### config.mk
export PLATFORM = sky130hd
export DESIGN_NAME = small_language_token_scanner_flat
export DESIGN_NICKNAME = d
export VERILOG_FILES = /design/src/hw/rtl/slts_pkg.sv /design/src/hw/rtl/slts_in_if.sv /design/src/hw/rtl/slts_out_if.sv /design/src/hw/rtl/slts_kw_match.sv /design/src/hw/rtl/slts_res_fifo.sv /design/src/hw/rtl/small_language_token_scanner.sv /design/src/flat_wrapper.sv
export SDC_FILE = /design/constraint.sdc
export NUM_CORES = 1
export LEC_CHECK = 0
export ABC_CLOCK_PERIOD_IN_PS = 4700
export CAP_MARGIN = 20
export CORE_UTILIZATION = 64
export CTS_CLUSTER_DIAMETER = 50
export DETAILED_ROUTE_END_ITERATION = 12
export DONT_BUFFER_PORTS = 1
export PLACE_DENSITY = 0.79
export SLEW_MARGIN = 5
export SYNTH_ARGS = -nofsm -noshare
export SYNTH_HDL_FRONTEND = slang
export SYNTH_SLANG_ARGS = --single-unit
### constraint.sdc
create_clock -name clk -period 4.7 [get_ports clk]
set_clock_uncertainty 0.1 [all_clocks]
set_input_delay 0.94 -clock clk [delete_from_list [all_inputs] [get_ports clk]]
set_output_delay 0.94 -clock clk [all_outputs]
set_load 0.02 [all_outputs]
### src/hw/rtl/slts_pkg.sv
`timescale 1ns / 1ps
// Package: shared types, constants and helper functions of the token scanner.
package slts_pkg;

    // Sizing
    localparam int KEYWORD_CHARS    = 8;
    localparam int MAX_TOKEN_LENGTH = 255;
    localparam int WLEN_W           = $clog2(MAX_TOKEN_LENGTH + 1);
    localparam int KC_IDX_W         = $clog2(KEYWORD_CHARS);
    localparam int KW_COUNT         = 13;
    localparam int LINE_W           = 16;
    localparam int KIND_W           = 6;
    localparam int LEN_W            = 8;
    localparam int RES_FIFO_DEPTH   = 4;
    localparam int RES_PTR_W        = $clog2(RES_FIFO_DEPTH);
    localparam int RES_CNT_W        = $clog2(RES_FIFO_DEPTH + 1);

    // Token kinds
    localparam logic [KIND_W-1:0] K_BEGIN          = 6'd0;
    localparam logic [KIND_W-1:0] K_END            = 6'd1;
    localparam logic [KIND_W-1:0] K_READ           = 6'd2;
    localparam logic [KIND_W-1:0] K_WRITE          = 6'd3;
    localparam logic [KIND_W-1:0] K_IF             = 6'd4;
    localparam logic [KIND_W-1:0] K_THEN           = 6'd5;
    localparam logic [KIND_W-1:0] K_ELSE           = 6'd6;
    localparam logic [KIND_W-1:0] K_ENDIF          = 6'd7;
    localparam logic [KIND_W-1:0] K_WHILE          = 6'd8;
    localparam logic [KIND_W-1:0] K_ENDWHILE       = 6'd9;
    localparam logic [KIND_W-1:0] K_ID             = 6'd10;
    localparam logic [KIND_W-1:0] K_INTLITERAL     = 6'd11;
    localparam logic [KIND_W-1:0] K_FALSEOP        = 6'd12;
    localparam logic [KIND_W-1:0] K_TRUEOP         = 6'd13;
    localparam logic [KIND_W-1:0] K_NULLOP         = 6'd14;
    localparam logic [KIND_W-1:0] K_LPAREN         = 6'd15;
    localparam logic [KIND_W-1:0] K_RPAREN         = 6'd16;
    localparam logic [KIND_W-1:0] K_SEMICOLON      = 6'd17;
    localparam logic [KIND_W-1:0] K_COMMA          = 6'd18;
    localparam logic [KIND_W-1:0] K_ASSIGNOP       = 6'd19;
    localparam logic [KIND_W-1:0] K_PLUSOP         = 6'd20;
    localparam logic [KIND_W-1:0] K_MINUSOP        = 6'd21;
    localparam logic [KIND_W-1:0] K_MULTOP         = 6'd22;
    localparam logic [KIND_W-1:0] K_DIVOP          = 6'd23;
    localparam logic [KIND_W-1:0] K_NOTOP          = 6'd24;
    localparam logic [KIND_W-1:0] K_LESSOP         = 6'd25;
    localparam logic [KIND_W-1:0] K_LESSEQUALOP    = 6'd26;
    localparam logic [KIND_W-1:0] K_GREATEROP      = 6'd27;
    localparam logic [KIND_W-1:0] K_GREATEREQUALOP = 6'd28;
    localparam logic [KIND_W-1:0] K_EQUALOP        = 6'd29;
    localparam logic [KIND_W-1:0] K_NOTEQUALOP     = 6'd30;
    localparam logic [KIND_W-1:0] K_SCANEOF        = 6'd31;
    localparam logic [KIND_W-1:0] K_ERROR          = 6'd32;

    // Characters
    localparam logic [7:0] CH_TAB     = 8'h09;
    localparam logic [7:0] CH_NL      = 8'h0A;
    localparam logic [7:0] CH_SPACE   = 8'h20;
    localparam logic [7:0] CH_BANG    = 8'h21;
    localparam logic [7:0] CH_LPAREN  = 8'h28;
    localparam logic [7:0] CH_RPAREN  = 8'h29;
    localparam logic [7:0] CH_STAR    = 8'h2A;
    localparam logic [7:0] CH_PLUS    = 8'h2B;
    localparam logic [7:0] CH_COMMA   = 8'h2C;
    localparam logic [7:0] CH_MINUS   = 8'h2D;
    localparam logic [7:0] CH_SLASH   = 8'h2F;
    localparam logic [7:0] CH_COLON   = 8'h3A;
    localparam logic [7:0] CH_SEMI    = 8'h3B;
    localparam logic [7:0] CH_LT      = 8'h3C;
    localparam logic [7:0] CH_EQ      = 8'h3D;
    localparam logic [7:0] CH_GT      = 8'h3E;

    // Keyword table, text right-aligned (first character in the top used byte)
    localparam logic [8*KEYWORD_CHARS-1:0] KW_TEXT [KW_COUNT] = '{
        "BEGIN", "END", "READ", "WRITE", "IF", "THEN", "ELSE", "ENDIF",
        "WHILE", "ENDWHILE", "FALSEOP", "TRUEOP", "NULLOP"
    };
    localparam int KW_LEN [KW_COUNT] = '{5, 3, 4, 5, 2, 4, 4, 5, 5, 8, 7, 6, 6};
    localparam logic [KIND_W-1:0] KW_CODE [KW_COUNT] = '{
        K_BEGIN, K_END, K_READ, K_WRITE, K_IF, K_THEN, K_ELSE, K_ENDIF,
        K_WHILE, K_ENDWHILE, K_FALSEOP, K_TRUEOP, K_NULLOP
    };

    typedef enum logic [2:0] {
        MODE_IDLE    = 3'd0,
        MODE_WORD    = 3'd1,
        MODE_MINUS   = 3'd2,
        MODE_NEGNUM  = 3'd3,
        MODE_COMMENT = 3'd4,
        MODE_COLON   = 3'd5,
        MODE_LESS    = 3'd6,
        MODE_GREATER = 3'd7
    } mode_t;

    typedef logic [KEYWORD_CHARS-1:0][6:0] word_store_t;

    typedef struct packed {
        logic [KIND_W-1:0] kind;
        logic [LINE_W-1:0] line;
        logic [LEN_W-1:0]  len;
        logic              last;
    } result_t;

    // Up to two results pushed per accepted character
    typedef struct packed {
        logic    en0;
        logic    en1;
        result_t d0;
        result_t d1;
    } res_push_t;

    function automatic logic [LEN_W-1:0] sat_len(input logic [WLEN_W-1:0] n);
        if (32'(n) > 32'd255)
            return 8'hFF;
        return LEN_W'(n);
    endfunction

endpackage

### src/hw/rtl/slts_in_if.sv
`timescale 1ns / 1ps
// Interface: character input channel.
interface slts_in_if;
    logic       valid;
    logic       ready;
    logic [7:0] char_code;
    logic       end_of_text;

    modport source (output valid, char_code, end_of_text, input ready);
    modport sink   (input valid, char_code, end_of_text, output ready);
endinterface

### src/hw/rtl/slts_out_if.sv
`timescale 1ns / 1ps
// Interface: token output channel.
interface slts_out_if;
    logic        valid;
    logic        ready;
    logic [5:0]  token_kind;
    logic [15:0] line_number;
    logic [7:0]  token_length;
    logic        last_of_run;

    modport source (output valid, token_kind, line_number, token_length, last_of_run,
                    input ready);
    modport sink   (input valid, token_kind, line_number, token_length, last_of_run,
                    output ready);
endinterface

### src/hw/rtl/slts_kw_match.sv
`timescale 1ns / 1ps
// Keyword matcher: compares the stored word against all keywords in parallel.
module slts_kw_match (
    input  slts_pkg::word_store_t                 word_store,
    input  logic [slts_pkg::WLEN_W-1:0]           word_length,
    output logic [slts_pkg::KIND_W-1:0]           word_kind
);

    always_comb
    begin
        logic hit;
        int   pos;
        word_kind = slts_pkg::K_ID;
        for (int k = slts_pkg::KW_COUNT - 1; k >= 0; k--)
        begin
            hit = (32'(word_length) == slts_pkg::KW_LEN[k]);
            for (int i = 0; i < slts_pkg::KEYWORD_CHARS; i++)
            begin
                pos = slts_pkg::KW_LEN[k] - 1 - i;
                if (pos >= 0)
                begin
                    if (slts_pkg::KW_TEXT[k][pos*8 +: 8] != {1'b0, word_store[i]})
                        hit = 1'b0;
                end
            end
            if (hit)
                word_kind = slts_pkg::KW_CODE[k];
        end
    end

endmodule

### src/hw/rtl/slts_res_fifo.sv
`timescale 1ns / 1ps
// Result queue: takes up to two results per cycle, hands out one per transaction.
module slts_res_fifo (
    input  logic                 clk,
    input  logic                 rst_n,
    input  slts_pkg::res_push_t  push,
    output logic                 room,
    slts_out_if.source           out_ch
);

    slts_pkg::result_t               mem_reg [slts_pkg::RES_FIFO_DEPTH];
    logic [slts_pkg::RES_PTR_W-1:0]  wr_reg, wr_next;
    logic [slts_pkg::RES_PTR_W-1:0]  rd_reg, rd_next;
    logic [slts_pkg::RES_CNT_W-1:0]  cnt_reg, cnt_next;
    logic                            pop;
    logic [slts_pkg::RES_PTR_W-1:0]  wr_plus1;

    assign pop      = out_ch.valid && out_ch.ready;
    assign room     = (32'(cnt_reg) <= slts_pkg::RES_FIFO_DEPTH - 2);
    assign wr_plus1 = wr_reg + 1'b1;

    assign out_ch.valid        = (cnt_reg != '0);
    assign out_ch.token_kind   = mem_reg[rd_reg].kind;
    assign out_ch.line_number  = mem_reg[rd_reg].line;
    assign out_ch.token_length = mem_reg[rd_reg].len;
    assign out_ch.last_of_run  = mem_reg[rd_reg].last;

    always_comb
    begin
        wr_next  = wr_reg + slts_pkg::RES_PTR_W'(push.en0) + slts_pkg::RES_PTR_W'(push.en1);
        rd_next  = rd_reg + slts_pkg::RES_PTR_W'(pop);
        cnt_next = cnt_reg + slts_pkg::RES_CNT_W'(push.en0) + slts_pkg::RES_CNT_W'(push.en1)
                   - slts_pkg::RES_CNT_W'(pop);
    end

    always_ff @(posedge clk or negedge rst_n)
    begin
        if (!rst_n)
        begin
            wr_reg  <= '0;
            rd_reg  <= '0;
            cnt_reg <= '0;
        end
        else
        begin
            wr_reg  <= wr_next;
            rd_reg  <= rd_next;
            cnt_reg <= cnt_next;
        end
    end

    always_ff @(posedge clk)
    begin
        if (push.en0)
            mem_reg[wr_reg] <= push.d0;
        if (push.en1)
            mem_reg[wr_plus1] <= push.d1;
    end

endmodule

### src/hw/rtl/small_language_token_scanner.sv
`timescale 1ns / 1ps
// Top level: character-at-a-time token scanner for a small block-structured language.
//
// The scanner takes one character transaction per clock and updates its scan
// state in the same cycle, so a new character is accepted every cycle as long
// as the result queue has room. Each character produces zero, one or two token
// transactions (two when a character ends a pending token and then forms a
// token of its own); these go into a four-entry result queue that drives the
// output channel directly; a token is registered into the queue as its
// character is accepted. Input ready is high while at least two queue entries
// are free. The output side moves one token per cycle while the sink is ready,
// so two-token characters and sink stalls can slow input below one per cycle.
// Keywords are recognized case-insensitively by a parallel compare over an
// eight-character word store; longer words are always ID. end_of_text flushes
// any pending token and then emits SCANEOF; the line count survives it.
// There is no setup pass after reset.
module small_language_token_scanner (
    input  logic        clk,
    input  logic        rst_n,
    slts_in_if.sink     in_ch,
    slts_out_if.source  out_ch
);

    // Scan state
    slts_pkg::mode_t                    mode_reg, mode_next;
    logic [slts_pkg::WLEN_W-1:0]        wlen_reg, wlen_next;
    logic [slts_pkg::LINE_W-1:0]        line_reg, line_next;
    slts_pkg::word_store_t              word_store_reg;

    // Word store write port
    logic                               st_we;
    logic [slts_pkg::KC_IDX_W-1:0]      st_idx;

    logic                               accept;
    logic                               room;
    logic [7:0]                         c;
    logic                               eot;
    logic                               is_letter, is_digit, is_alnum;
    logic [6:0]                         up_char;
    logic                               reproc;
    logic [slts_pkg::KIND_W-1:0]        word_kind;
    logic [slts_pkg::WLEN_W-1:0]        wlen_grow;

    // Emissions: pending token (a) and token from the character itself (b)
    logic                               ea_v, eb_v;
    logic [slts_pkg::KIND_W-1:0]        ea_kind, eb_kind;
    logic [slts_pkg::LEN_W-1:0]         ea_len;
    slts_pkg::res_push_t                push;

    assign c         = in_ch.char_code;
    assign eot       = in_ch.end_of_text;
    assign accept    = in_ch.valid && in_ch.ready;
    assign in_ch.ready = room;

    assign is_letter = (c > 8'd64 && c < 8'd91) || (c > 8'd96 && c < 8'd123);
    assign is_digit  = (c > 8'd47 && c < 8'd58);
    assign is_alnum  = is_letter || is_digit;
    // fold lower case onto upper case
    assign up_char   = (c > 8'd96) ? 7'(c - 8'd32) : c[6:0];

    assign wlen_grow = (32'(wlen_reg) < slts_pkg::MAX_TOKEN_LENGTH)
                       ? wlen_reg + 1'b1 : wlen_reg;

    slts_kw_match u_kw_match (
        .word_store  (word_store_reg),
        .word_length (wlen_reg),
        .word_kind   (word_kind)
    );

    // Does the character, after closing the pending token, start over from idle?
    always_comb
    begin
        case (mode_reg)
            slts_pkg::MODE_IDLE:    reproc = 1'b1;
            slts_pkg::MODE_WORD:    reproc = !is_alnum;
            slts_pkg::MODE_MINUS:   reproc = !(c == slts_pkg::CH_MINUS || is_digit);
            slts_pkg::MODE_NEGNUM:  reproc = !is_digit;
            slts_pkg::MODE_COMMENT: reproc = (c == slts_pkg::CH_NL);
            slts_pkg::MODE_COLON:   reproc = (c != slts_pkg::CH_EQ);
            slts_pkg::MODE_LESS:    reproc = !(c == slts_pkg::CH_SPACE || c == slts_pkg::CH_EQ ||
                                               c == slts_pkg::CH_GT);
            slts_pkg::MODE_GREATER: reproc = !(c == slts_pkg::CH_SPACE || c == slts_pkg::CH_EQ);
            default:                reproc = 1'b1;
        endcase
    end

    // Next state
    always_comb
    begin
        mode_next = mode_reg;
        wlen_next = wlen_reg;
        line_next = line_reg;
        st_we     = 1'b0;
        st_idx    = '0;
        if (eot)
        begin
            mode_next = slts_pkg::MODE_IDLE;
            wlen_next = '0;
        end
        else if (!reproc)
        begin
            case (mode_reg)
                slts_pkg::MODE_WORD:
                begin
                    st_we     = (32'(wlen_reg) < slts_pkg::KEYWORD_CHARS);
                    st_idx    = wlen_reg[slts_pkg::KC_IDX_W-1:0];
                    wlen_next = wlen_grow;
                end
                slts_pkg::MODE_MINUS:
                begin
                    if (c == slts_pkg::CH_MINUS)
                        mode_next = slts_pkg::MODE_COMMENT;
                    else
                    begin
                        mode_next = slts_pkg::MODE_NEGNUM;
                        wlen_next = slts_pkg::WLEN_W'(2);
                    end
                end
                slts_pkg::MODE_NEGNUM:  wlen_next = wlen_grow;
                slts_pkg::MODE_COMMENT: mode_next = slts_pkg::MODE_COMMENT;
                default:                mode_next = slts_pkg::MODE_IDLE;
            endcase
        end
        else
        begin
            // character scanned from idle
            mode_next = slts_pkg::MODE_IDLE;
            wlen_next = '0;
            if (is_letter)
            begin
                st_we     = 1'b1;
                mode_next = slts_pkg::MODE_WORD;
                wlen_next = slts_pkg::WLEN_W'(1);
            end
            else
            begin
                case (c)
                    slts_pkg::CH_NL:
                        if (line_reg != {slts_pkg::LINE_W{1'b1}})
                            line_next = line_reg + 1'b1;
                    slts_pkg::CH_MINUS: mode_next = slts_pkg::MODE_MINUS;
                    slts_pkg::CH_COLON: mode_next = slts_pkg::MODE_COLON;
                    slts_pkg::CH_LT:    mode_next = slts_pkg::MODE_LESS;
                    slts_pkg::CH_GT:    mode_next = slts_pkg::MODE_GREATER;
                    default:            mode_next = slts_pkg::MODE_IDLE;
                endcase
            end
        end
    end

    // Token emission
    always_comb
    begin
        ea_v    = 1'b0;
        ea_kind = slts_pkg::K_ERROR;
        ea_len  = 8'd1;
        eb_v    = 1'b0;
        eb_kind = slts_pkg::K_ERROR;
        if (eot)
        begin
            case (mode_reg)
                slts_pkg::MODE_WORD:
                begin
                    ea_v    = 1'b1;
                    ea_kind = word_kind;
                    ea_len  = slts_pkg::sat_len(wlen_reg);
                end
                slts_pkg::MODE_MINUS:
                begin
                    ea_v    = 1'b1;
                    ea_kind = slts_pkg::K_MINUSOP;
                end
                slts_pkg::MODE_NEGNUM:
                begin
                    ea_v    = 1'b1;
                    ea_kind = slts_pkg::K_INTLITERAL;
                    ea_len  = slts_pkg::sat_len(wlen_reg);
                end
                slts_pkg::MODE_COLON, slts_pkg::MODE_LESS, slts_pkg::MODE_GREATER:
                    ea_v = 1'b1;
                default: ea_v = 1'b0;
            endcase
            eb_v    = 1'b1;
            eb_kind = slts_pkg::K_SCANEOF;
        end
        else
        begin
            case (mode_reg)
                slts_pkg::MODE_WORD:
                begin
                    ea_v    = reproc;
                    ea_kind = word_kind;
                    ea_len  = slts_pkg::sat_len(wlen_reg);
                end
                slts_pkg::MODE_MINUS:
                begin
                    ea_v    = reproc;
                    ea_kind = slts_pkg::K_MINUSOP;
                end
                slts_pkg::MODE_NEGNUM:
                begin
                    ea_v    = reproc;
                    ea_kind = slts_pkg::K_INTLITERAL;
                    ea_len  = slts_pkg::sat_len(wlen_reg);
                end
                slts_pkg::MODE_COLON:
                begin
                    ea_v = 1'b1;
                    if (c == slts_pkg::CH_EQ)
                    begin
                        ea_kind = slts_pkg::K_ASSIGNOP;
                        ea_len  = 8'd2;
                    end
                end
                slts_pkg::MODE_LESS:
                begin
                    ea_v = 1'b1;
                    if (c == slts_pkg::CH_SPACE)
                        ea_kind = slts_pkg::K_LESSOP;
                    else if (c == slts_pkg::CH_EQ)
                    begin
                        ea_kind = slts_pkg::K_LESSEQUALOP;
                        ea_len  = 8'd2;
                    end
                    else if (c == slts_pkg::CH_GT)
                    begin
                        ea_kind = slts_pkg::K_NOTEQUALOP;
                        ea_len  = 8'd2;
                    end
                end
                slts_pkg::MODE_GREATER:
                begin
                    ea_v = 1'b1;
                    if (c == slts_pkg::CH_SPACE)
                        ea_kind = slts_pkg::K_GREATEROP;
                    else if (c == slts_pkg::CH_EQ)
                    begin
                        ea_kind = slts_pkg::K_GREATEREQUALOP;
                        ea_len  = 8'd2;
                    end
                end
                default: ea_v = 1'b0;
            endcase
            if (reproc && !is_letter)
            begin
                eb_v = 1'b1;
                case (c)
                    slts_pkg::CH_SPACE, slts_pkg::CH_TAB, slts_pkg::CH_NL,
                    slts_pkg::CH_MINUS, slts_pkg::CH_COLON, slts_pkg::CH_LT,
                    slts_pkg::CH_GT:    eb_v    = 1'b0;
                    slts_pkg::CH_LPAREN: eb_kind = slts_pkg::K_LPAREN;
                    slts_pkg::CH_RPAREN: eb_kind = slts_pkg::K_RPAREN;
                    slts_pkg::CH_SEMI:   eb_kind = slts_pkg::K_SEMICOLON;
                    slts_pkg::CH_COMMA:  eb_kind = slts_pkg::K_COMMA;
                    slts_pkg::CH_PLUS:   eb_kind = slts_pkg::K_PLUSOP;
                    slts_pkg::CH_STAR:   eb_kind = slts_pkg::K_MULTOP;
                    slts_pkg::CH_SLASH:  eb_kind = slts_pkg::K_DIVOP;
                    slts_pkg::CH_BANG:   eb_kind = slts_pkg::K_NOTOP;
                    slts_pkg::CH_EQ:     eb_kind = slts_pkg::K_EQUALOP;
                    default:             eb_kind = slts_pkg::K_ERROR;
                endcase
            end
        end
    end

    // Pack into queue slots; every token carries the line before any newline count
    always_comb
    begin
        push.en0       = accept && (ea_v || eb_v);
        push.en1       = accept && ea_v && eb_v;
        push.d0.kind   = ea_v ? ea_kind : eb_kind;
        push.d0.line   = line_reg;
        push.d0.len    = ea_v ? ea_len : 8'd1;
        push.d0.last   = !(ea_v && eb_v);
        push.d1.kind   = eb_kind;
        push.d1.line   = line_reg;
        push.d1.len    = 8'd1;
        push.d1.last   = 1'b1;
    end

    slts_res_fifo u_res_fifo (
        .clk    (clk),
        .rst_n  (rst_n),
        .push   (push),
        .room   (room),
        .out_ch (out_ch)
    );

    always_ff @(posedge clk or negedge rst_n)
    begin
        if (!rst_n)
        begin
            mode_reg <= slts_pkg::MODE_IDLE;
            wlen_reg <= '0;
            line_reg <= slts_pkg::LINE_W'(1);
        end
        else if (accept)
        begin
            mode_reg <= mode_next;
            wlen_reg <= wlen_next;
            line_reg <= line_next;
        end
    end

    always_ff @(posedge clk)
    begin
        if (accept && !eot && st_we)
            word_store_reg[st_idx] <= up_char;
    end

endmodule

### src/flat_wrapper.sv
// flat-port wrapper written by rule: the top's interface ports become plain ports
module small_language_token_scanner_flat 
  (clk, rst_n, in_ch_valid, in_ch_char_code, in_ch_end_of_text, in_ch_ready, out_ch_valid, out_ch_token_kind, out_ch_line_number, out_ch_token_length, out_ch_last_of_run, out_ch_ready);
  slts_in_if in_ch_i ();
  slts_out_if out_ch_i ();
  input  logic clk;
  input  logic rst_n;
  input wire logic [$bits(in_ch_i.valid)-1:0] in_ch_valid;
  input wire logic [$bits(in_ch_i.char_code)-1:0] in_ch_char_code;
  input wire logic [$bits(in_ch_i.end_of_text)-1:0] in_ch_end_of_text;
  output wire logic [$bits(in_ch_i.ready)-1:0] in_ch_ready;
  output wire logic [$bits(out_ch_i.valid)-1:0] out_ch_valid;
  output wire logic [$bits(out_ch_i.token_kind)-1:0] out_ch_token_kind;
  output wire logic [$bits(out_ch_i.line_number)-1:0] out_ch_line_number;
  output wire logic [$bits(out_ch_i.token_length)-1:0] out_ch_token_length;
  output wire logic [$bits(out_ch_i.last_of_run)-1:0] out_ch_last_of_run;
  input wire logic [$bits(out_ch_i.ready)-1:0] out_ch_ready;
  assign in_ch_i.valid = in_ch_valid;
  assign in_ch_i.char_code = in_ch_char_code;
  assign in_ch_i.end_of_text = in_ch_end_of_text;
  assign in_ch_ready = in_ch_i.ready;
  assign out_ch_valid = out_ch_i.valid;
  assign out_ch_token_kind = out_ch_i.token_kind;
  assign out_ch_line_number = out_ch_i.line_number;
  assign out_ch_token_length = out_ch_i.token_length;
  assign out_ch_last_of_run = out_ch_i.last_of_run;
  assign out_ch_i.ready = out_ch_ready;
  small_language_token_scanner u_core (.clk(clk), .rst_n(rst_n), .in_ch(in_ch_i), .out_ch(out_ch_i));
endmodule
==> out/qor.json, run 1 <==
{
  "outcome": {
    "status": "complete, no violations"
  },
  "placed_design": {
    "place.gp.congestion": 0.995,
    "placedInstanceArea_um2": 11400,
    "io_buffers": 0,
    "post-place-ws_ns": 0.430,
    "dp.final_hpwl_um": 20300
  },
  "finish": {
    "design_area_um2": 12300,
    "flow.area_growth_from_synthesis_pct": 10.0,
    "flip_flop_count_of_the_largest_register_all_copies_and_words_added": 124,
    "filler_cell_count": 1132,
    "num-nets-final": 965,
    "drive_gt1_share_pct": 14.1
  },
  "critical_path": {
    "worstReg2RegEnd": "u_core.u_res_fifo.cnt_reg[1]",
    "cp.required_ns": 4.98,
    "setup.worst_path.end": "u_core.u_res_fifo.cnt_reg[1]",
    "crit_path_top_delay_cell": "sky130_fd_sc_hd__or3b_2",
    "reg2regPathDepth": 9,
    "worst_setup_path_end_kind": "flip-flop",
    "cpLargestDelayFamily": "compound AO/OA/AOI/OAI gates",
    "classification_of_the_worst_setup_path": "reg2reg",
    "reg_to_reg_startpoint": "u_core.mode_reg[2]",
    "critical_path.startpoint": "u_core.mode_reg[2]",
    "crit_fanout": 14,
    "slack_of_the_worst_reg_to_reg_path_ns": 0.87,
    "startpoint_type": "flip-flop",
    "critical_path_arrival_ns": 4.11,
    "worst_path_largest_cell_delay_ns": 0.57,
    "crit_buf_inv": 1,
    "timing.critical_path.cells": "or3b_2, a41oi_1, a211oi_2, o211a_1, o31ai_2, nand2_1, fa_1, inv_1, fa_1",
    "critical-path-top-cell-by-count": "sky130_fd_sc_hd__fa_1",
    "critical_path_cell_count": 9
  },
  "synthesis": {
    "yosysUniqueCellTypes": 93,
    "synthesis.area_um2": 11200,
    "mappedNetlistNets": 961,
    "synth.avg_cell_area_um2": 11.9,
    "syn_inst": 935,
    "synth_edf_count": 144,
    "synth_ff_type": "sky130_fd_sc_hd__edfxtp_1",
    "ys_seq_elements": 214,
    "synth_sequential_area_ratio_pct": 52.8,
    "asyncSetResetFlopFracSynth_pct": 15.9,
    "yosys_warnings": 0
  },
  "sta": {
    "finalMaxSlewViolations": 0,
    "final_critical_path_setup_slack_ns": 0.872,
    "final.period_utilization_pct": 81.4,
    "final_hold_viol_count": 0,
    "timing.setup.tns_ns": 0,
    "grt_setup_unrepaired": "false",
    "setup_violations": 0,
    "slew_headroom_pct": 30.1,
    "worst_pin_slew_ns": 1.05,
    "achievable-frequency_ghz": 0.261,
    "timing.final.crit_period_ns": 3.83
  },
  "clocking": {
    "cts_made_buffers": 25,
    "clock_tree.root_cell": "sky130_fd_sc_hd__clkbuf_16",
    "clock_tree.htree_level_count": 1,
    "clkSlewWorstSetupHoldPaths_ns": 0.06,
    "cts_buffer_depth": 3,
    "clkSinkCount": 214,
    "cts_tree": "yes",
    "cts-resized-gates": 0,
    "clock_insertion_delay_worst_skew_ns": 0.53
  },
  "global_routing": {
    "number_of_global_route_vias_before_repair": 7915,
    "global_route.usage.met3_pct": 6.73,
    "grt_antenna_before_repair": 1,
    "grt_busiest_layer": "met2",
    "globalRouteTotalUtil_pct": 32.9,
    "globalRouteOverflowTotal": 0,
    "grt_pass1_wl_um": 44900,
    "grt_use_met2_pct": 51.8,
    "grt_max_degree": 40,
    "grt_use_met1_pct": 47.0
  },
  "drt": {
    "dr_pass1_iterations": 6,
    "via_density": 7.11,
    "post-route-drc-count": 0,
    "wirelength_um": 30000,
    "vias": 8388,
    "number_of_nets_with_antenna_violations_after_detailed_routing": 0,
    "wl_per_cell_um": 25.4,
    "initialDrtViolationCount": 865
  },
  "floorplanning": {
    "floorplan.die.width_um": 134,
    "placementRows": 47,
    "die-area_um2": 18000,
    "io_pins": 46,
    "fp.dieH_um": 134,
    "initial_core_util_pct": 66.4,
    "core_region_area_um2": 16800
  },
  "power": {
    "irDropWorstVdd_mv": 0.444,
    "cellLeakagePower_uw": 0.00453,
    "power.density_nw_per_um2": 482
  },
  "flow_run": {
    "number_of_max_cap_violations": 0
  },
  "hold_path": {
    "worst_hold_path_class": "in2async"
  }
}
==> metal layers <==
layer  routed length [µm]  vias to the layer above  share of wire, %
met1                12200                     4161                41
met4                  794                        0               2.6
met5                    0                        -                 0
met2                13900                      527                46
met3                 3010                       84                10
li1                     -                     3616                 -
==> how the worst min path moves through the flow <==
stage | from | to | slack (ns) | depth (start not counted)
finish | rst_n | u_core.mode_reg[2] | 0.004 | 0
global route | rst_n | u_core.mode_reg[0] | 0.0002 | 0
CTS | rst_n | u_core.mode_reg[2] | 0.00003 | 0
detailed placement | u_core.u_res_fifo.mem_reg[2][0] | u_core.u_res_fifo.mem_reg[2][0] | 0.37 | 1
global placement | u_core.u_res_fifo.mem_reg[2][0] | u_core.u_res_fifo.mem_reg[2][0] | 0.34 | 1
floorplan | u_core.u_res_fifo.mem_reg[1][0] | u_core.u_res_fifo.mem_reg[1][0] | 0.34 | 1
==> synthesized netlist by cell type (5+ instances only) <==
| master | n | area (µm²) |
|---|---|---|
| sky130_fd_sc_hd__nand3_1 | 26 | 130 |
| sky130_fd_sc_hd__and3_1 | 23 | 144 |
| sky130_fd_sc_hd__buf_2 | 9 | 45.0 |
| sky130_fd_sc_hd__xor2_1 | 5 | 43.8 |
| sky130_fd_sc_hd__a22o_1 | 13 | 114 |
| sky130_fd_sc_hd__buf_4 | 6 | 45.0 |
| sky130_fd_sc_hd__nor4b_1 | 12 | 105 |
| sky130_fd_sc_hd__o211ai_1 | 6 | 45.0 |
| sky130_fd_sc_hd__mux4_2 | 31 | 698 |
| sky130_fd_sc_hd__nand2_1 | 44 | 165 |
| sky130_fd_sc_hd__o21ai_0 | 32 | 160 |
| sky130_fd_sc_hd__clkbuf_1 | 25 | 93.8 |
| sky130_fd_sc_hd__nand4_1 | 21 | 131 |
| sky130_fd_sc_hd__dfxtp_1 | 36 | 721 |
| sky130_fd_sc_hd__edfxtp_1 | 144 | 4320 |
| sky130_fd_sc_hd__nand2b_1 | 17 | 106 |
| sky130_fd_sc_hd__nor2_1 | 68 | 255 |
| sky130_fd_sc_hd__o31ai_1 | 6 | 45.0 |
| sky130_fd_sc_hd__o21a_1 | 10 | 75.1 |
| sky130_fd_sc_hd__or4_1 | 9 | 67.6 |
| sky130_fd_sc_hd__nor4bb_1 | 5 | 50.1 |
| sky130_fd_sc_hd__or3_1 | 8 | 50.1 |
| sky130_fd_sc_hd__a21oi_1 | 17 | 85.1 |
| sky130_fd_sc_hd__mux2i_1 | 24 | 240 |
| sky130_fd_sc_hd__or3b_2 | 7 | 61.3 |
| sky130_fd_sc_hd__nand4b_1 | 7 | 61.3 |
| sky130_fd_sc_hd__nor3b_1 | 7 | 52.6 |
| sky130_fd_sc_hd__xnor2_1 | 19 | 166 |
| sky130_fd_sc_hd__nor2b_1 | 12 | 75.1 |
| sky130_fd_sc_hd__ha_1 | 10 | 125 |
| sky130_fd_sc_hd__nor4_1 | 13 | 81.3 |
| sky130_fd_sc_hd__dfrtp_1 | 33 | 826 |
| sky130_fd_sc_hd__nor3_1 | 17 | 85.1 |
| sky130_fd_sc_hd__inv_1 | 19 | 71.3 |
| sky130_fd_sc_hd__and2_1 | 67 | 419 |
| sky130_fd_sc_hd__o22ai_1 | 18 | 113 |
| sky130_fd_sc_hd__a31oi_1 | 6 | 37.5 |
==> logic make-up after synthesis <==
| logic type | Yosys count | share of synthesized area, % |
|---|---|---|
| AOI/OAI and AO/OA | 164 | 11.3 |
| xor gates and xnor gates | 24 | 1.88 |
| adders and majority gates | 13 | 1.66 |
| buffers and inverters | 66 | 2.62 |
| DFF | 214 | 52.8 |
| muxes | 58 | 8.70 |
| and+or+nand+nor | 396 | 21.1 |
==> cell usage in the layout, fill, tap and decap left out, types with 10 or more instances in the layout <==
master and instances:
sky130_fd_sc_hd__mux2i_1 24, sky130_fd_sc_hd__o21a_1 10, sky130_fd_sc_hd__a21oi_1 17, sky130_fd_sc_hd__edfxtp_1 144, sky130_fd_sc_hd__nor2b_1 12, sky130_fd_sc_hd__nand4_1 21, sky130_fd_sc_hd__dfrtp_1 32, sky130_fd_sc_hd__nor4_1 13
sky130_fd_sc_hd__nand3_1 26, sky130_fd_sc_hd__a22o_1 13, sky130_fd_sc_hd__o21ai_0 32, sky130_fd_sc_hd__nor2_1 68, sky130_fd_sc_hd__dfxtp_1 36, sky130_fd_sc_hd__nand2b_1 17, sky130_fd_sc_hd__nand2_1 44, sky130_fd_sc_hd__and3_1 23
sky130_fd_sc_hd__clkbuf_16 26, sky130_fd_sc_hd__mux4_2 31, sky130_fd_sc_hd__inv_1 19, sky130_fd_sc_hd__nor4b_1 12, sky130_fd_sc_hd__buf_4 21, sky130_fd_sc_hd__o22ai_1 18, sky130_fd_sc_hd__xnor2_1 19, sky130_fd_sc_hd__and2_1 67
sky130_fd_sc_hd__ha_1 10, sky130_fd_sc_hd__nor3_1 17
==> power breakdown <==
group	internal (µW)	switching (µW)	total (µW)
clock	1220	794	2010
sequential	2240	202	2440
combinational	554	913	1470
==> cell type report <==
cell class,instances,area [µm²],area share [%]
Sequential cell,214,5900,48.0
Antenna cell,1,2.50,0.0204
Inverter,20,77.6,0.631
Tap cell,220,275,2.24
Clock buffer,34,693,5.64
Timing Repair Buffer,23,195,1.59
Clock inverter,12,165,1.34
Multi-Input combinational cell,655,4980,40.5
==> metrics by stage <==
step                      total power, µW  hold slack [ns]  instances  utilization [%]
after floorplan                      3540            0.335        935                -
after global placement               3810            0.344       1130             67.7
after detailed placement             3880            0.372       1130             67.7
after CTS                            5870        0.0000271       1177             72.9
after global routing                 6100         0.000189       1179             73.1
final                                5920          0.00382       1179             73.1
==> timing repair <==
item                                    in CTS  in global routing
hold endpoints to repair                     8                  0
hold buffers                                 1                  0
endpoints found under the setup margin       0                  0
buffers inserted                             0                  0
Power figures use the tool's default switching activity.
==> run 2, diff against run 1 <==
--- a/config.mk
+++ b/config.mk
@@ -5,13 +5,14 @@
 export SDC_FILE = /design/constraint.sdc
 export NUM_CORES = 1
 export LEC_CHECK = 0
-export ABC_CLOCK_PERIOD_IN_PS = 4700
+export ABC_AREA = 1
+export ABC_CLOCK_PERIOD_IN_PS = 3300
 export CAP_MARGIN = 20
-export CORE_UTILIZATION = 64
+export CORE_UTILIZATION = 58
 export CTS_CLUSTER_DIAMETER = 50
 export DETAILED_ROUTE_END_ITERATION = 12
 export DONT_BUFFER_PORTS = 1
-export PLACE_DENSITY = 0.79
+export PLACE_DENSITY = 0.75
 export SLEW_MARGIN = 5
 export SYNTH_ARGS = -nofsm -noshare
 export SYNTH_HDL_FRONTEND = slang
==> constraint.sdc (replaced) <==
create_clock -name clk -period 3.3 [get_ports clk]
set_clock_uncertainty 0.1 [all_clocks]
set_input_delay 0.66 -clock clk [delete_from_list [all_inputs] [get_ports clk]]
set_output_delay 0.66 -clock clk [all_outputs]
set_load 0.02 [all_outputs]
==> run 2 against run 1 <==
Utilization is 5.9 points lower. Critical path depth fell by 5. Non-clock buffer count is 27 higher. Routed wire length up 2.2%. Via count increased by 16%. Combinational power rose to 2.8 times the previous value. Register-to-register slack got worse by 0.53 ns. Largest cell class unchanged. Largest power group is now combinational cells.
==> out/qor.json, run 2 <==
{
  "outcome": {
    "status": "complete, no violations"
  },
  "synthesis": {
    "syn_inst": 1366,
    "yosys.area.top_type_share_pct": 38.0,
    "ys_seq_elements": 214,
    "yosys_warnings": 0,
    "synth.top_cells.by_count": "sky130_fd_sc_hd__nor2_1, sky130_fd_sc_hd__nand2_1, sky130_fd_sc_hd__inv_1",
    "synth_edf_count": 144,
    "synthesis.area_um2": 11400,
    "synth_sequential_area_ratio_pct": 51.8,
    "synth_top_area_cell": "sky130_fd_sc_hd__edfxtp_1",
    "most_numerous_cell_in_the_yosys_netlist": "sky130_fd_sc_hd__nor2_1",
    "mappedNetlistNets": 1392,
    "synth.avg_cell_area_um2": 8.33,
    "yosysUniqueCellTypes": 41,
    "synth_ff_type": "sky130_fd_sc_hd__edfxtp_1",
    "asyncSetResetFlopFracSynth_pct": 15.9,
    "synthTopCellsByArea": "sky130_fd_sc_hd__edfxtp_1, sky130_fd_sc_hd__nor2_1, sky130_fd_sc_hd__dfrtp_1, sky130_fd_sc_hd__nand2_1, sky130_fd_sc_hd__dfxtp_1"
  },
  "sta": {
    "worst_pin_slew_ns": 0.857,
    "slew_headroom_pct": 42.6,
    "fin_worst_hold_slack_ns": 0.146,
    "timing.setup.tns_ns": 0,
    "final_critical_path_setup_slack_ns": 0.199,
    "achievable-frequency_ghz": 0.322,
    "finalMaxSlewViolations": 0,
    "final_hold_viol_count": 0,
    "grt_setup_unrepaired": "false",
    "timing.final.crit_period_ns": 3.10,
    "final.period_utilization_pct": 94.0,
    "setup_violations": 0
  },
  "placed_design": {
    "post-place-ws_ns": 0.0224,
    "place.gp.congestion": 0.934,
    "io_buffers": 0,
    "placed_cells_incl_taps": 1621,
    "dp.final_hpwl_um": 21600
  },
  "drt": {
    "wl_per_cell_um": 18.4,
    "vias": 9721,
    "dr_pass1_iterations": 5,
    "via_density": 5.83,
    "number_of_nets_with_antenna_violations_after_detailed_routing": 0,
    "initialDrtViolationCount": 1099,
    "wirelength_um": 30600,
    "post-route-drc-count": 0
  },
  "critical_path": {
    "worstReg2RegEnd": "u_core.u_res_fifo.cnt_reg[1]",
    "slack_of_the_worst_reg_to_reg_path_ns": 0.34,
    "reg_to_reg_startpoint": "u_core.mode_reg[1]",
    "startpoint_type": "flip-flop",
    "reg2regPathDepth": 13,
    "crit_buf_inv": 2,
    "critical_path_arrival_ns": 2.34,
    "crit_fanout": 23,
    "classification_of_the_worst_setup_path": "reg2out",
    "cpLargestDelayFamily": "compound AO/OA/AOI/OAI gates",
    "crit_path_top_delay_cell": "sky130_fd_sc_hd__o22ai_1",
    "timing.critical_path.cells": "clkinv_1, buf_4, o21ai_0, o22ai_1",
    "worst_setup_path_end_kind": "output port",
    "worst_path_largest_cell_delay_ns": 0.63,
    "cp.required_ns": 2.54
  },
  "clocking": {
    "clock_insertion_delay_worst_skew_ns": 0.51,
    "clkSinkCount": 214,
    "clkSlewWorstSetupHoldPaths_ns": 0.06,
    "cts_made_buffers": 25,
    "clock_tree.htree_level_count": 1,
    "cts_buffer_depth": 3,
    "clock_tree.root_cell": "sky130_fd_sc_hd__clkbuf_16",
    "cts_tree": "yes"
  },
  "finish": {
    "final_cells": 1667,
    "flow.area_growth_from_synthesis_pct": 12.0,
    "drive_gt1_share_pct": 9.59,
    "layout.cells.most_common": "sky130_fd_sc_hd__nor2_1",
    "flip_flop_count_of_the_largest_register_all_copies_and_words_added": 124,
    "antenna_cells_inserted": 0,
    "highest_count_cells_in_the_layout_ignoring_fill_and_taps": "sky130_fd_sc_hd__nor2_1, sky130_fd_sc_hd__nand2_1, sky130_fd_sc_hd__inv_1",
    "num-nets-final": 1416
  },
  "hold_path": {
    "hold_end": "u_core.word_store_reg[18]",
    "hold_path_startpoint": "in_ch_char_code[4]",
    "worst_hold_path_class": "in2reg",
    "min_path_cells": 0
  },
  "power": {
    "fraction_of_power_consumed_by_the_clock_network_pct": 26.0,
    "power.density_nw_per_um2": 824,
    "netSwitchingFraction_pct": 40.9,
    "power_switching_uw": 4290,
    "power.total_uw": 10500,
    "power_frac_comb_pct": 38.7,
    "p_int_uw": 6210,
    "seqPwrFrac_pct": 35.3,
    "cellLeakagePower_uw": 0.00548,
    "irDropWorstVdd_mv": 0.438
  },
  "global_routing": {
    "globalRouteTotalUtil_pct": 31.0,
    "grt_pass1_wl_um": 48000,
    "globalRouteOverflowTotal": 0,
    "grt_max_degree": 64,
    "grt_antenna_before_repair": 0,
    "number_of_global_route_vias_before_repair": 8880
  },
  "floorplanning": {
    "fp.dieH_um": 142,
    "floorplan.die.width_um": 142,
    "die-area_um2": 20200,
    "io_pins": 46,
    "placementRows": 50,
    "core_region_area_um2": 19000,
    "initial_core_util_pct": 60.0
  },
  "flow_run": {
    "number_of_max_cap_violations": 0
  }
}
[run 2: cell types whose count changed after synthesis, sizes merged, moves of 21 or more]
cell	change
nand2	+165
and3	-23
o22ai	+21
nand3	+75
o21ai	+67
nor2	+207
mux2i	-24
and2	-65
mux4	-31
nand4	+48
inv	+153
[run 2: cells by family after synthesis]
logic type / Yosys count / share of synthesized area, %
AO/OA/AOI/OAI: 163 / 7.80
XOR/XNOR: 22 / 1.69
adder cells (fa/ha/maj): 13 / 1.63
buffers and inverters: 229 / 8.13
AND/OR/NAND/NOR: 725 / 28.9
flip-flops: 214 / 51.8
[run 2: final cells by class]
type | instances | area (µm²)
tap | 260 | 325
timing repair buffer | 50 | 428
sequential | 214 | 5900
inverter | 176 | 663
fill | 1526 | 6220
clock inverter | 13 | 149
multi-input combinational | 923 | 4610
clock buffer | 31 | 668
[run 2: layer usage]
metal  up-vias  track usage (%)  share of wire [%]
li1       4660                -                  -
met5         -                0                  0
met1      4513             47.4                 44
met3        55             4.48                 10
met4         0             7.19                2.0
met2       493             46.3                 44
[run 2: worst reg2reg max path: cells and delay by family (launching register included)]
family | cells | cell delay (ns)
flip-flops | 1 | 0.44
AO/OA/AOI/OAI | 1 | 0.12
buffers and inverters | 2 | 0.23
adder cells (fa/ha/maj) | 3 | 1.03
AND/OR/NAND/NOR | 7 | 0.90
[run 2: power groups by stage]
stage	logic (µW)	registers (µW)	clock network, µW
final	4060	3700	2730
after floorplan	2940	3680	0
after global placement	3920	3720	0
after global routing	4440	3750	2860
after detailed placement	3970	3740	0
after CTS	4020	3690	2750
[run 2: what timing repair did]
action,CTS,global route
gates resized for setup,0,0
hold buffers,2,0
hold endpoints to repair,34,0
buffers inserted,0,0
[run 2: how the worst max path moves through the flow]
stage | startpoint | to | cells past startpoint
2_1_floorplan | in_ch_char_code[3] | u_core.u_res_fifo.cnt_reg[1] | 18
3_3_place_gp | in_ch_char_code[2] | u_core.u_res_fifo.cnt_reg[1] | 14
3_5_place_dp | in_ch_char_code[2] | u_core.u_res_fifo.cnt_reg[1] | 14
4_1_cts | u_core.u_res_fifo.rd_reg[0] | out_ch_line_number[0] | 4
5_1_grt | u_core.u_res_fifo.rd_reg[1] | out_ch_line_number[12] | 3
6_report | u_core.u_res_fifo.rd_reg[0] | out_ch_line_number[0] | 4
[run 2: per-stage QoR]
stage          area (µm²)  util (%)
3_5_place_dp        11900      62.7
6_report            12700      67.2
5_1_grt             12700      67.2
2_1_floorplan       11500         -
3_3_place_gp        11900      62.7
4_1_cts             12700      67.2
==> run 3, diff against run 2 <==
--- a/config.mk
+++ b/config.mk
@@ -8,12 +8,13 @@
 export ABC_AREA = 1
 export ABC_CLOCK_PERIOD_IN_PS = 3300
 export CAP_MARGIN = 20
-export CORE_UTILIZATION = 58
+export CORE_UTILIZATION = 59
 export CTS_CLUSTER_DIAMETER = 50
 export DETAILED_ROUTE_END_ITERATION = 12
 export DONT_BUFFER_PORTS = 1
-export PLACE_DENSITY = 0.75
+export PLACE_DENSITY_LB_ADDON = 0.3
 export SLEW_MARGIN = 5
 export SYNTH_ARGS = -nofsm -noshare
 export SYNTH_HDL_FRONTEND = slang
+export SYNTH_HIERARCHICAL = 1
 export SYNTH_SLANG_ARGS = --single-unit
==> run 3 against run 2 <==
Flip-flop and latch count did not move. Largest power group unchanged. Fmax grew 1.6%. Utilization up 0.49 points. Area after synthesis increased by 18%. First-iteration DRC count is 12% lower. Cell area up 17%.
==> out/qor.json, run 3 <==
{
  "outcome": {
    "status": "complete, no violations"
  },
  "finish": {
    "filler_cell_count": 1739,
    "flip_flop_count_of_the_largest_register_all_copies_and_words_added": 124,
    "num-nets-final": 1829,
    "register_area_um2": 6260,
    "antenna_cells_inserted": 0,
    "layout.cells.most_common": "sky130_fd_sc_hd__nand2_1",
    "highest_count_cells_in_the_layout_ignoring_fill_and_taps": "sky130_fd_sc_hd__nand2_1, sky130_fd_sc_hd__inv_1, sky130_fd_sc_hd__edfxtp_1",
    "finish.utilization_pct": 67.7,
    "final_cells": 2105,
    "flow.area_growth_from_synthesis_pct": 11.2,
    "multi_input_gate_area_in_the_final_layout_um2": 5820,
    "drive_gt1_share_pct": 11.5
  },
  "sta": {
    "slew_headroom_pct": 36.5,
    "grt_setup_unrepaired": "false",
    "setup_violations": 0,
    "fin_worst_hold_slack_ns": 0.120,
    "final.period_utilization_pct": 92.5,
    "final_hold_viol_count": 0,
    "worst_pin_slew_ns": 0.952,
    "timing.final.crit_period_ns": 3.05,
    "finalMaxSlewViolations": 0,
    "achievable-frequency_ghz": 0.328,
    "final_critical_path_setup_slack_ns": 0.248
  },
  "global_routing": {
    "globalRouteTotalUtil_pct": 29.5,
    "grt_max_degree": 64,
    "grt_antenna_before_repair": 0,
    "grt_pass1_wl_um": 55100,
    "number_of_global_route_vias_before_repair": 11000,
    "grt_use_met2_pct": 48.0,
    "grt_use_met1_pct": 39.7,
    "global_route.usage.met3_pct": 5.03,
    "globalRouteOverflowTotal": 0,
    "grt_busiest_layer": "met2"
  },
  "synthesis": {
    "synth_ff_type": "sky130_fd_sc_hd__edfxtp_1",
    "yosys_warnings": 6,
    "synth_compound_gate_area_share_pct": 3.36,
    "synth.top_cells.by_count": "sky130_fd_sc_hd__nand2_1, sky130_fd_sc_hd__inv_1, sky130_fd_sc_hd__edfxtp_1",
    "synth.avg_cell_area_um2": 7.64,
    "xor_xnor_cell_area_share_of_the_yosys_netlist_pct": 0.849,
    "synth_top_area_cell": "sky130_fd_sc_hd__edfxtp_1",
    "synth_mux_area_share_pct": 0,
    "ys_seq_elements": 214,
    "asyncSetResetFlopFracSynth_pct": 15.9,
    "synthTopCellsByArea": "sky130_fd_sc_hd__edfxtp_1, sky130_fd_sc_hd__nand2_1, sky130_fd_sc_hd__inv_1, sky130_fd_sc_hd__dfrtp_1, sky130_fd_sc_hd__nand3_1",
    "synthesis.area_um2": 13400,
    "synth_sequential_area_ratio_pct": 46.7,
    "yosys.area.top_type_share_pct": 40.3,
    "yosysUniqueCellTypes": 50,
    "most_numerous_cell_in_the_yosys_netlist": "sky130_fd_sc_hd__nand2_1",
    "yosys.area_share.adder_pct": 1.10,
    "synth-simple-area-share_pct": 36.6,
    "synth_edf_count": 180,
    "syn_inst": 1755,
    "combinational_family_with_the_most_area_after_synthesis": "simple AND/OR/NAND/NOR gates"
  },
  "placed_design": {
    "io_buffers": 0,
    "post-place-ws_ns": 0.0111,
    "placed_cells_incl_taps": 2057,
    "place.gp.congestion": 0.942,
    "dp.final_hpwl_um": 22900
  },
  "power": {
    "p_int_uw": 6020,
    "irDropWorstVdd_mv": 0.483,
    "fraction_of_power_consumed_by_the_clock_network_pct": 26.4,
    "netSwitchingFraction_pct": 41.7,
    "cellLeakagePower_uw": 0.00688,
    "power_frac_comb_pct": 38.7,
    "power.density_nw_per_um2": 693,
    "power.total_uw": 10300,
    "power_switching_uw": 4310,
    "seqPwrFrac_pct": 34.9
  },
  "critical_path": {
    "setup.worst_path.end": "u_core/u_res_fifo/cnt_reg[1]",
    "reg2regPathDepth": 19,
    "worstReg2RegEnd": "u_core/u_res_fifo/cnt_reg[1]",
    "worst_setup_path_end_kind": "flip-flop",
    "reg_to_reg_startpoint": "u_core/mode_reg[2]",
    "cp.required_ns": 3.67,
    "classification_of_the_worst_setup_path": "reg2reg",
    "critical_path.startpoint": "u_core/mode_reg[2]",
    "slack_of_the_worst_reg_to_reg_path_ns": 0.25,
    "startpoint_type": "flip-flop",
    "critical_path_arrival_ns": 3.42,
    "crit_fanout": 4
  },
  "drt": {
    "initialDrtViolationCount": 962,
    "wl_per_cell_um": 16.0,
    "number_of_nets_with_antenna_violations_after_detailed_routing": 0,
    "dr_pass1_iterations": 8,
    "via_density": 5.53,
    "post-route-drc-count": 0,
    "vias": 11600,
    "wirelength_um": 33700
  },
  "hold_path": {
    "worst_hold_path_class": "in2reg"
  },
  "clocking": {
    "cts_buffer_depth": 3,
    "clock_tree.root_cell": "sky130_fd_sc_hd__clkbuf_16",
    "clock_tree.htree_level_count": 1,
    "clock_insertion_delay_worst_skew_ns": 0.53,
    "cts_tree": "yes",
    "clkSinkCount": 214,
    "cts_made_buffers": 25,
    "post_cts_buffers": 0,
    "clkSlewWorstSetupHoldPaths_ns": 0.06
  },
  "floorplanning": {
    "io_pins": 46,
    "die-area_um2": 23300,
    "fp.dieH_um": 153,
    "core_region_area_um2": 22000,
    "initial_core_util_pct": 60.9,
    "floorplan.die.width_um": 153,
    "placementRows": 54
  },
  "flow_run": {
    "number_of_max_cap_violations": 0
  }
}
==> run 3: logic make-up after synthesis <==
logic type,count (synthesis)
AND/OR/NAND/NOR,1068
buffers and inverters,368
flip-flops,214
AO/OA/AOI/OAI,79
XOR/XNOR,13
adder cells (fa/ha/maj),10
other,3
==> run 3: timing repair <==
action / 4_1_cts / 5_1_grt
gates resized for setup: 0 / 2
endpoints found under the hold margin: 34 / 0
hold buffers: 2 / 0
setup endpoints to repair: 0 / 2
==> run 3: metrics by stage <==
| step | area, µm² | TNS, ns |
|---|---|---|
| CTS | 14900 | 0 |
| floorplan | 13600 | -1.85 |
| finish | 14900 | 0 |
| global route | 14900 | 0 |
| global placement | 14000 | 0 |
| detailed placement | 14000 | 0 |
==> run 3: power groups by stage <==
stage / Clock [µW] / Combinational, µW / Sequential (µW)
final: 2720 / 4000 / 3610
after global routing: 2860 / 4370 / 3640
after CTS: 2760 / 3960 / 3600
after detailed placement: 0 / 3920 / 3660
after global placement: 0 / 3850 / 3640
after floorplan: 0 / 2980 / 3530
==> run 3: final cells by class <==
class / count / share of cell area, %
multi-input combinational: 1208 / 39.0
tap: 280 / 2.35
inverter: 294 / 7.43
clock inverter: 18 / 1.23
sequential: 214 / 42.0
timing repair buffer: 63 / 3.61
clock buffer: 28 / 4.34
==> run 3: worst min-delay path by stage <==
| stage | from | to | slack (ns) | cells after the start |
|---|---|---|---|---|
| floorplan | rst_n | u_core/line_reg[10] | 0.26 | 0 |
| global placement | rst_n | u_core/u_res_fifo/cnt_reg[0] | 0.27 | 0 |
| detailed placement | rst_n | u_core/u_res_fifo/wr_reg[1] | 0.27 | 0 |
| CTS | in_ch_char_code[0] | u_core/word_store_reg[7] | 0.11 | 0 |
| global route | in_ch_char_code[0] | u_core/word_store_reg[7] | 0.10 | 0 |
| finish | in_ch_char_code[3] | u_core/word_store_reg[3] | 0.12 | 0 |
==> run 3: routing by layer <==
metal  wire length [µm]  part of all wire (%)
met5                  0                     0
met4                829                   2.5
met3               3130                   9.3
met2              15600                    46
met1              14100                    42
==> run 3: critical path, cell delays in order, from the launching register on <==
cell and delay, ns:
sky130_fd_sc_hd__dfrtp_2 0.42, sky130_fd_sc_hd__nand2_1 0.14, sky130_fd_sc_hd__inv_1 0.13, sky130_fd_sc_hd__nand2_1 0.09, sky130_fd_sc_hd__nor2_1 0.16, sky130_fd_sc_hd__nand2_2 0.10
sky130_fd_sc_hd__nand2_4 0.10, sky130_fd_sc_hd__nor2_8 0.04, sky130_fd_sc_hd__nand3_4 0.08, sky130_fd_sc_hd__nand2_4 0.07, sky130_fd_sc_hd__inv_4 0.05, sky130_fd_sc_hd__nand2_1 0.06
sky130_fd_sc_hd__nand3_1 0.07, sky130_fd_sc_hd__nand2_1 0.07, sky130_fd_sc_hd__inv_2 0.06, sky130_fd_sc_hd__inv_1 0.04, sky130_fd_sc_hd__ha_1 0.26, sky130_fd_sc_hd__inv_1 0.04
sky130_fd_sc_hd__fa_1 0.38, sky130_fd_sc_hd__fa_2 0.53
